`config.mk`:
```
export PLATFORM = sky130hd
export DESIGN_NAME = header_sync_crc16_deframer
export DESIGN_NICKNAME = d
export VERILOG_FILES = /design/src/hw/rtl/hsc16_pkg.sv /design/src/hw/rtl/hsc16_csr.sv /design/src/hw/rtl/header_sync_crc16_deframer.sv
export SDC_FILE = /design/constraint.sdc
export NUM_CORES = 1
export LEC_CHECK = 0
export BUFFER_PORTS_ARGS = -buffer_cell sky130_fd_sc_hd__buf_2
export CAP_MARGIN = 20
export CORE_UTILIZATION = 52
export DETAILED_ROUTE_END_ITERATION = 7
export GPL_TIMING_DRIVEN = 0
export PLACE_DENSITY = 0.7
export SETUP_SLACK_MARGIN = 0.5
export SLEW_MARGIN = 20
export SYNTH_ARGS = -nofsm -noshare
export SYNTH_HDL_FRONTEND = slang
export SYNTH_SLANG_ARGS = --single-unit
```
`constraint.sdc`:
```
create_clock -name clock -period 7.65 [get_ports clock]
set_input_delay 0.765 -clock clock [delete_from_list [all_inputs] [get_ports clock]]
set_output_delay 0.765 -clock clock [all_outputs]
set_load 0.01 [all_outputs]
```
`src/hw/rtl/hsc16_pkg.sv`:
```
// ----------------------------------------------------------------------------
// hsc16_pkg: shared types and constants for the header sync CRC-16 deframer
// Header length, frame length limits, register indexes and the byte-wide
// CRC-16/Modbus update.
// ----------------------------------------------------------------------------
`default_nettype none

package hsc16_pkg;

   localparam int HDR_LEN       = 6;
   localparam int MAX_FRAME_LEN = 128;
   localparam int MIN_FRAME_LEN = HDR_LEN + 3;
   localparam int BYTE_W        = 8;
   localparam int POS_W         = 7;
   localparam int LEN_W         = 8;
   localparam int MATCH_W       = $clog2(HDR_LEN + 1);
   localparam int CRC_W         = 16;
   localparam int CSR_IDX_W     = 3;

   localparam logic [CRC_W-1:0] CRC_POLY      = 16'hA001;
   localparam logic [CRC_W-1:0] CRC_INIT      = 16'hFFFF;
   localparam logic [LEN_W-1:0] FRAME_LEN_RST = 8'd64;

   typedef enum logic [CSR_IDX_W-1:0] {
      REG_HDR0      = 3'd0,
      REG_HDR1      = 3'd1,
      REG_HDR2      = 3'd2,
      REG_HDR3      = 3'd3,
      REG_HDR4      = 3'd4,
      REG_HDR5      = 3'd5,
      REG_FRAME_LEN = 3'd6
   } reg_idx_type;

   typedef struct packed {
      logic [HDR_LEN-1:0][BYTE_W-1:0] header;
      logic [LEN_W-1:0]               frame_len;
   } cfg_type;

   function automatic logic [CRC_W-1:0] crc_byte(input logic [CRC_W-1:0] crc,
                                                 input logic [BYTE_W-1:0] b);
      logic [CRC_W-1:0] c;
      c = crc ^ {{(CRC_W-BYTE_W){1'b0}}, b};
      for (int k = 0; k < BYTE_W; k++) begin
         if (c[0]) begin
            c = (c >> 1) ^ CRC_POLY;
         end else begin
            c = c >> 1;
         end
      end
      return c;
   endfunction

endpackage

`default_nettype wire

```
`src/hw/rtl/hsc16_csr.sv`:
```
// ----------------------------------------------------------------------------
// hsc16_csr: configuration registers
// Holds the six header bytes and the frame length; presents the frame length
// clamped to the supported range.
// ----------------------------------------------------------------------------
`default_nettype none

module hsc16_csr (
   input  wire logic                             clock,
   input  wire logic                             reset,
   input  wire logic                             csr_we,
   input  wire logic [hsc16_pkg::CSR_IDX_W-1:0]  csr_index,
   input  wire logic [hsc16_pkg::BYTE_W-1:0]     csr_wdata,
   output hsc16_pkg::cfg_type                    cfg
);

   hsc16_pkg::cfg_type cfg_ff;
   hsc16_pkg::cfg_type cfg_in;

   always_comb begin
      cfg_in = cfg_ff;
      if (csr_we) begin
         unique case (csr_index) inside
            hsc16_pkg::REG_HDR0, hsc16_pkg::REG_HDR1, hsc16_pkg::REG_HDR2,
            hsc16_pkg::REG_HDR3, hsc16_pkg::REG_HDR4, hsc16_pkg::REG_HDR5: begin
               cfg_in.header[csr_index] = csr_wdata;
            end
            hsc16_pkg::REG_FRAME_LEN: begin
               cfg_in.frame_len = csr_wdata;
            end
            default: begin
            end
         endcase
      end
   end

   always_ff @(posedge clock) begin
      if (reset) begin
         cfg_ff.header    <= '0;
         cfg_ff.frame_len <= hsc16_pkg::FRAME_LEN_RST;
      end else begin
         cfg_ff <= cfg_in;
      end
   end

   // clamp length to the supported range
   always_comb begin
      cfg = cfg_ff;
      if (cfg_ff.frame_len < hsc16_pkg::LEN_W'(hsc16_pkg::MIN_FRAME_LEN)) begin
         cfg.frame_len = hsc16_pkg::LEN_W'(hsc16_pkg::MIN_FRAME_LEN);
      end else if (cfg_ff.frame_len > hsc16_pkg::LEN_W'(hsc16_pkg::MAX_FRAME_LEN)) begin
         cfg.frame_len = hsc16_pkg::LEN_W'(hsc16_pkg::MAX_FRAME_LEN);
      end
   end

endmodule

`default_nettype wire

```
`src/hw/rtl/header_sync_crc16_deframer.sv`:
```
// ----------------------------------------------------------------------------
// header_sync_crc16_deframer: fixed-length frame sync with CRC-16/Modbus check
// Usage:
//   req_* carries received bytes, one item per byte. The block hunts for the
//   six configured header bytes, then passes each following frame byte out on
//   rsp_* with its frame position. rsp_tlast marks the final CRC byte and
//   rsp_tuser then says whether the received CRC (high byte first) matches
//   CRC-16/Modbus over all bytes before the two CRC bytes. Header bytes give
//   no item. After the last byte the hunt starts again.
//   csr_* writes the header bytes (index 0..5) and the frame length (index
//   6); write only while idle.
//   rsp_tvalid rises in the cycle after a frame byte is accepted; one byte is
//   taken every cycle unless rsp_* stalls, set by the byte-wide CRC and match logic.
//   A result register sits on rsp_*: while it holds an item the receiver has
//   not taken, req_tready drops and the byte stream waits.
//   Synchronous reset clears the hunt, the CRC to 0xFFFF, the header bytes
//   to zero and the frame length to 64.
// ----------------------------------------------------------------------------
`default_nettype none

module header_sync_crc16_deframer (
   input  wire logic                            clock,
   input  wire logic                            reset,
   input  wire logic                            req_tvalid,
   output      logic                            req_tready,
   input  wire logic [7:0]                      req_tdata,   // [7:0] rx_byte
   output      logic                            rsp_tvalid,
   input  wire logic                            rsp_tready,
   output      logic [15:0]                     rsp_tdata,   // [7:0] frame_byte,
                                                             // [14:8] byte_index
   output      logic                            rsp_tlast,   // last_of_frame
   output      logic                            rsp_tuser,   // crc_good
   input  wire logic                            csr_we,
   input  wire logic [hsc16_pkg::CSR_IDX_W-1:0] csr_index,
   input  wire logic [hsc16_pkg::BYTE_W-1:0]    csr_wdata
);

   localparam logic [hsc16_pkg::MATCH_W-1:0] HDR_CNT =
      hsc16_pkg::MATCH_W'(hsc16_pkg::HDR_LEN);

   hsc16_pkg::cfg_type cfg;

   hsc16_csr u_csr (
      .clock     (clock),
      .reset     (reset),
      .csr_we    (csr_we),
      .csr_index (csr_index),
      .csr_wdata (csr_wdata),
      .cfg       (cfg)
   );

   logic [hsc16_pkg::MATCH_W-1:0] matched_ff, matched_in;
   logic [hsc16_pkg::POS_W-1:0]   pos_ff, pos_in;
   logic                          in_frame_ff, in_frame_in;
   logic [hsc16_pkg::CRC_W-1:0]   crc_ff, crc_in;
   logic [hsc16_pkg::BYTE_W-1:0]  crc_hi_ff, crc_hi_in;

   logic                          rsp_valid_ff, rsp_valid_in;
   logic [hsc16_pkg::BYTE_W-1:0]  rsp_byte_ff, rsp_byte_in;
   logic [hsc16_pkg::POS_W-1:0]   rsp_idx_ff, rsp_idx_in;
   logic                          rsp_last_ff, rsp_last_in;
   logic                          rsp_good_ff, rsp_good_in;

   logic                          in_fire;
   logic                          frame_end;
   logic [hsc16_pkg::LEN_W-1:0]   pos_ext;
   logic [hsc16_pkg::BYTE_W-1:0]  b;

   assign req_tready = !rsp_valid_ff || rsp_tready;
   assign in_fire    = req_tvalid && req_tready;
   assign b          = req_tdata;
   assign pos_ext    = {1'b0, pos_ff};
   assign frame_end  = (pos_ext + 8'd1) >= cfg.frame_len;

   always_comb begin
      matched_in   = matched_ff;
      pos_in       = pos_ff;
      in_frame_in  = in_frame_ff;
      crc_in       = crc_ff;
      crc_hi_in    = crc_hi_ff;
      rsp_valid_in = rsp_valid_ff && !rsp_tready;
      rsp_byte_in  = rsp_byte_ff;
      rsp_idx_in   = rsp_idx_ff;
      rsp_last_in  = rsp_last_ff;
      rsp_good_in  = rsp_good_ff;
      if (in_fire) begin
         if (!in_frame_ff) begin
            if (matched_ff < HDR_CNT && b == cfg.header[matched_ff]) begin
               crc_in     = hsc16_pkg::crc_byte(crc_ff, b);
               matched_in = matched_ff + 1'b1;
            end else if (b == cfg.header[0]) begin
               crc_in     = hsc16_pkg::crc_byte(hsc16_pkg::CRC_INIT, b);
               matched_in = hsc16_pkg::MATCH_W'(1);
            end else begin
               crc_in     = hsc16_pkg::CRC_INIT;
               matched_in = '0;
            end
            if (matched_in == HDR_CNT) begin
               in_frame_in = 1'b1;
               pos_in      = hsc16_pkg::POS_W'(hsc16_pkg::HDR_LEN);
            end
         end else begin
            rsp_valid_in = 1'b1;
            rsp_byte_in  = b;
            rsp_idx_in   = pos_ff;
            rsp_last_in  = 1'b0;
            rsp_good_in  = 1'b0;
            if (frame_end) begin
               rsp_last_in = 1'b1;
               rsp_good_in = ({crc_hi_ff, b} == crc_ff);
               matched_in  = '0;
               pos_in      = '0;
               in_frame_in = 1'b0;
               crc_in      = hsc16_pkg::CRC_INIT;
               crc_hi_in   = '0;
            end else begin
               if ((pos_ext + 8'd2) == cfg.frame_len) begin
                  crc_hi_in = b;
               end else begin
                  crc_in = hsc16_pkg::crc_byte(crc_ff, b);
               end
               pos_in = pos_ff + 1'b1;
            end
         end
      end
   end

   always_ff @(posedge clock) begin
      if (reset) begin
         matched_ff   <= '0;
         pos_ff       <= '0;
         in_frame_ff  <= 1'b0;
         crc_ff       <= hsc16_pkg::CRC_INIT;
         crc_hi_ff    <= '0;
         rsp_valid_ff <= 1'b0;
      end else begin
         matched_ff   <= matched_in;
         pos_ff       <= pos_in;
         in_frame_ff  <= in_frame_in;
         crc_ff       <= crc_in;
         crc_hi_ff    <= crc_hi_in;
         rsp_valid_ff <= rsp_valid_in;
      end
   end

   always_ff @(posedge clock) begin
      rsp_byte_ff <= rsp_byte_in;
      rsp_idx_ff  <= rsp_idx_in;
      rsp_last_ff <= rsp_last_in;
      rsp_good_ff <= rsp_good_in;
   end

   assign rsp_tvalid = rsp_valid_ff;
   assign rsp_tdata  = {1'b0, rsp_idx_ff, rsp_byte_ff};
   assign rsp_tlast  = rsp_last_ff;
   assign rsp_tuser  = rsp_good_ff;

   a_good_only_on_last: assert property (@(posedge clock) disable iff (reset)
      rsp_tvalid && rsp_tuser |-> rsp_tlast)
      else $error("crc_good set on a byte that does not end the frame");

   a_index_past_header: assert property (@(posedge clock) disable iff (reset)
      rsp_tvalid |-> rsp_tdata[14:8] >= hsc16_pkg::POS_W'(hsc16_pkg::HDR_LEN))
      else $error("emitted byte index lies inside the header");

   a_end_restarts_hunt: assert property (@(posedge clock) disable iff (reset)
      in_fire && in_frame_ff && frame_end |=> !in_frame_ff && matched_ff == '0
      && rsp_tvalid && rsp_tlast)
      else $error("frame end did not restart the header hunt");

   a_hunt_pos_clear: assert property (@(posedge clock) disable iff (reset)
      !in_frame_ff |-> pos_ff == '0 && matched_ff < HDR_CNT)
      else $error("hunt state inconsistent");

endmodule

`default_nettype wire

```
# Yosys cells after proc, flatten, opt, wreduce, memory -nomap -nowiden
# Cells that the tools add are included.
# op_classes
addsub	4
magnitude_cmp	7
eq_ne	13
mux	129
bitwise	25
n_reduce_logical	18
# op_table
operator	n
$mux W16	105
$not A2 Y3	23
$bwmux W48	1
$mux W8	6
$bmux W8 S3	1
$demux W8 S3	1
$eq A8 B8 Y1	3
$mux W7	3
$eq A16 B16 Y1	1
$not A8 Y16	1
$xor A16 B8 Y16	1
$mux W3	5
$eq A3 B3 Y1 const B	4
$reduce_and A2 Y1	6
$add A7 B1 Y8 const B	1
$add A7 B2 Y8 const B	1
$ge A8 B8 Y1	1
$gt A8 B8 Y1 const B	1
$lt A3 B4 Y1 const B	2
$lt A8 B4 Y1 const B	1
$add A7 B1 Y7 const B	1
$mux W1	7
$eq A3 B2 Y1 const B	2
$reduce_or A6 Y1	1
other kinds (12)	17
# totals
regBits	109
input_bits	24
output_inout_bits	20
wordCells	213

# Depth between registers and ports, before layout
# depth
depth_word	49
mapped_depth	13
mapped_depth_nobuf	12

# Modules after synthesis
# Synthesis repeated with hierarchy kept, for this count alone.
# unflattened
cells_unflattened	678
area_unflattened_um2	6526.3
# modules_own_cells
module	n_inst	cells_each	area_per_inst_um2	seq_area_each_um2
header_sync_crc16_deframer	1	413	3808.7	1231.2
hsc16_csr	1	265	2717.6	1121.1

# Least setup slack after synthesis
# No wires, ideal clock.
# synth_timing
path_kind	register -> register
start	register pos_ff[1] (netlist bit)
end	register crc_ff[13] (netlist bit)
setup_ns	0.122
arrival_ns	2.891
slack_ns	4.637
path_stages_with_launch	14
path_buffers	1
synth_period_minus_slack_ns	3.013
cell_sequence	dfxtp_1 > ha_1 > and3_1 > and3_1 > and2_1 > ha_1 > a21oi_1 > o21a_1 > and2_1 > o21ai_1 > o31ai_1 > clkbuf_1 > a31oi_1 > a221o_1
# synth_between
elab_chain_cells	4
elab_cells_between_ends	8
cone_classes	add/sub: 2; order compare: 1; eq/ne: 2; mux: 2; reduce/logical: 1
# synth_lines
element	line_no	source
start: declaration	header_sync_crc16_deframer.sv:53	logic [hsc16_pkg::POS_W-1:0] pos_ff, pos_in;
start signal: assignment	header_sync_crc16_deframer.sv:138	pos_ff <= pos_in;
$add A7 B1 Y8 / $add A7 B2 Y8 (equally long branches)	header_sync_crc16_deframer.sv:73, header_sync_crc16_deframer.sv:117	
$ge A8 B8 Y1 / $eq A8 B8 Y1 (equally long branches)	header_sync_crc16_deframer.sv:73, header_sync_crc16_deframer.sv:117	
$ne A3 B3 Y1 (no source line) / $mux W16 (equally long branches)	n/a	
$reduce_and A2 Y1 (no source line) / $mux W16 (equally long branches)	n/a	
end signal: assignment	header_sync_crc16_deframer.sv:133	crc_ff <= hsc16_pkg::CRC_INIT;
end signal: assignment	header_sync_crc16_deframer.sv:140	crc_ff <= crc_in;
end: declaration	header_sync_crc16_deframer.sv:55	logic [hsc16_pkg::CRC_W-1:0] crc_ff, crc_in;
# Several ways; a longest one is shown, not always the timed one.
# A chain may end at the register's enable or synchronous reset.

# Worst setup path in the final report
# layout_timing
start	register pos_ff[2] (netlist bit)
end	register crc_ff[13] (netlist bit)
# Same word-level chain as after synthesis.

==> impl_metrics.py <==
metrics = {
    "sta": {
        "clock_skew_ps": 6.97,
        "min_period_over_period_pct": 50.2,
        "drv_slew": 0,
        "slew_headroom_pct": 32.3,
        "worst_slew_pin_slew_ps": 1010,
        "period_needed_ps": 3840,
        "fin_tns_setup_ps": 0,
        "finalHoldViolCount": 0,
        "setup_violations": 0,
        "fmaxAchievable_ghz": 0.261,
        "rsz0062_at_grt": "no",
    },
    "setup_path": {
        "startpoint_type": "flip-flop",
        "path_class": "reg -> reg",
        "crit_top_cell": "ha_1",
        "rr_startpoint": "pos_ff[2]",
        "crit_required_ps": 7880,
        "crit_arrival_ps": 4070,
        "startpoint": "pos_ff[2]",
        "critPathSlowestCell": "dfxtp_1",
        "worst-path-max-fanout": 10,
        "cp-end-kind": "flip-flop",
        "critPathMaxStageDelay_ps": 480,
        "path_cells": "ha_1, and3_1, nand2_1, xnor2_1, ha_1, a21oi_1, o21a_1, and2_1, o21ai_1, o31ai_1, clkbuf_1, a31oi_1, a221o_1",
    },
    "worst_hold_path": {
        "hp-start": "u_csr.cfg[52]",
        "hp-class": "reg -> reg",
    },
    "die": {
        "die_area_um2": 11700,
        "core-area_um2": 10900,
        "die_w_um": 108,
        "start_util_pct": 53.8,
        "row_count": 38,
        "num_io_pins": 44,
        "dieHeight_um": 108,
    },
    "cells_and_area": {
        "n_fill_cell": 1014,
        "layout-drive-gt1-share_pct": 11.9,
        "syn_to_final_growth_pct": 11.9,
        "ff_latch_area_um2": 2350,
        "final_cell_mix": "nand2_1, dfxtp_1, a21oi_1",
        "diodes": 0,
        "final_nets": 757,
        "multiInputGateArea_um2": 3330,
        "final_common_cell": "nand2_1",
    },
    "clocking": {
        "numCtsBuffers": 9,
        "hold_buffers": 0,
        "clk_pin_slew_worst_paths_ps": 70,
        "clockBufferDepth": 2,
        "cts_root_buf": "clkbuf_16",
        "cts-resized-gates": 0,
        "numClockSinks": 109,
        "post-cts-setup-buffers": 0,
        "cts_max_level": 3,
        "clock_latency_ps": 350,
        "cts_tree": "built",
    },
    "route": {
        "drc": 0,
        "via_count": 5079,
        "routed_via_density": 5.88,
        "firstDrtPassIters": 4,
        "ant_nets": 0,
        "drt_wl_total_um": 15200,
        "wl_per_cell_um": 17.6,
        "drtIter0Drc": 275,
    },
    "yosys": {
        "async_reset_ff_share_pct": 0,
        "syn-cell-area_um2": 5880,
        "ys_ff_latch": 109,
        "synth_cells": 667,
        "synth_area_per_cell_um2": 8.82,
        "synth_top_cell_by_area": "dfxtp_1",
        "synth_edf_count": 17,
        "synth-seq-area-share_pct": 40.0,
        "synthTopCellsByArea": "dfxtp_1, nand2_1, edfxtp_1",
        "synth_cell_types": 71,
        "synth_top_area_share_pct": 31.3,
        "synth_nets": 705,
        "ys_warn_count": 0,
        "ys_dominant_reg_cell": "dfxtp_1",
    },
    "pwr": {
        "peakVddDrop_mv": 0.167,
        "power.density_nw_per_um2": 185,
        "p_leak_nw": 2.41,
        "power_mw": 1.21,
    },
    "grt": {
        "track_usage_pct": 27.6,
        "grt_start_max_net_pins": 23,
        "grt_first_pass_wirelength_um": 24800,
        "grt_pass1_vias": 4970,
        "grt_antenna_before_repair": 0,
        "grt-ovfl-total": 0,
    },
    "job": {
        "drv_cap": 0,
    },
    "placed_design": {
        "dp_hpwl_um": 11300,
        "gp_congestion": 0.930,
        "port_buffers": 41,
    },
    "run_status": {
        "outcome": "completed",
    },
}
cell families (layout without fill, tap and decap cells):
| family | after synthesis | count (layout) | synth area share [%] |
|---|---|---|---|
| flops | 109 | 109 | 40.0 |
| other cells | 1 | 1 | 0.0637 |
| simple gates | 256 | 256 | 20.8 |
| buf+inv | 47 | 104 | 3.49 |
| mux | 26 | 26 | 5.70 |
| fa+ha+maj | 14 | 14 | 2.98 |
| compound gates | 151 | 151 | 16.7 |
| xor+xnor | 63 | 63 | 10.4 |
critical path: cells and delay by family, from the launching register on:
kind,cells,cell delay (ps)
AND/OR/NAND/NOR,3,520
buffers and inverters,1,460
adder cells (fa/ha/maj),2,560
flip-flops,1,480
XOR/XNOR,1,280
AO/OA/AOI/OAI,6,1430
Yosys cell counts (all sizes together), types with 3 or more instances:
cell      n
a211oi    4
a21oi    74
a22o      8
a22oi     4
a31o      3
a31oi     8
and2      3
and3      6
buf      10
clkbuf   23
dfxtp    92
edfxtp   17
ha       14
inv      14
mux2      7
mux2i    14
mux4      5
nand2   138
nand2b    8
nand3     9
nand4     8
nand4b    3
nor2     20
nor2b    14
nor3     23
nor3b     5
nor4      7
nor4b     3
o21a      5
o21ai    15
o31ai     9
or3       3
xnor2    34
xor2     25
stage by stage:
stage / instance area (um^2) / cells / util, % / setup WS [ps] / hold WS [ps]
global route: 6580 / 864 / 60.2 / 3610 / 481
detailed placement: 6260 / 848 / 57.3 / 3900 / 444
floorplan: 5880 / 667 / - / 4640 / 432
CTS: 6580 / 864 / 60.2 / 3880 / 456
global placement: 6260 / 848 / 57.3 / 4050 / 440
finish: 6580 / 864 / 60.2 / 3810 / 459
cell type report:
| type | instances | share of cell area (%) |
|---|---|---|
| Clock inverter | 4 | 0.798 |
| Tap cell | 140 | 2.66 |
| Buffer | 33 | 2.32 |
| Multi-Input combinational cell | 511 | 50.5 |
| Timing Repair Buffer | 41 | 3.12 |
| Sequential cell | 109 | 35.7 |
| Clock buffer | 12 | 4.05 |
| Inverter | 14 | 0.798 |
registers in the layout, summed over array words and instances (netlist names):
| name | count |
|---|---|
| u_csr.cfg_ff | 8 |
| rsp_byte_ff | 8 |
| in_frame_ff | 1 |
| rsp_idx_ff | 7 |
| pos_ff | 7 |
| rsp_tuser | 1 |
| crc_ff | 16 |
| rsp_tvalid | 1 |
| u_csr.cfg | 48 |
| matched_ff | 3 |
| crc_hi_ff | 8 |
| rsp_tlast | 1 |
path summary, 6_finish.rpt:
| kind | end | slack (ps) | cells past startpoint |
|---|---|---|---|
| worst min-delay path | u_csr.cfg[52] | 460 | 2 |
| worst max-delay path | crc_ff[13] | 3810 | 13 |
| worst min register to register | u_csr.cfg[52] | 460 | 2 |
| worst max register to register | crc_ff[13] | 3810 | 13 |
metal layers:
metal  vias up  global-route usage [%]  part of all wire [%]
met5         -                       0                     0
met4         0                    13.0                   2.9
met3        28                    4.40                   4.9
met2       161                    47.5                    48
met1      2421                    33.8                    44
li1       2469                       -                     -
power by group:
part           internal [mW]  switching, mW  leakage (nW)
Clock                  0.283          0.211         0.160
Sequential             0.589        0.00771         0.889
Combinational         0.0477         0.0765          1.36
Note: power is estimated with default switching activity, not from simulation.
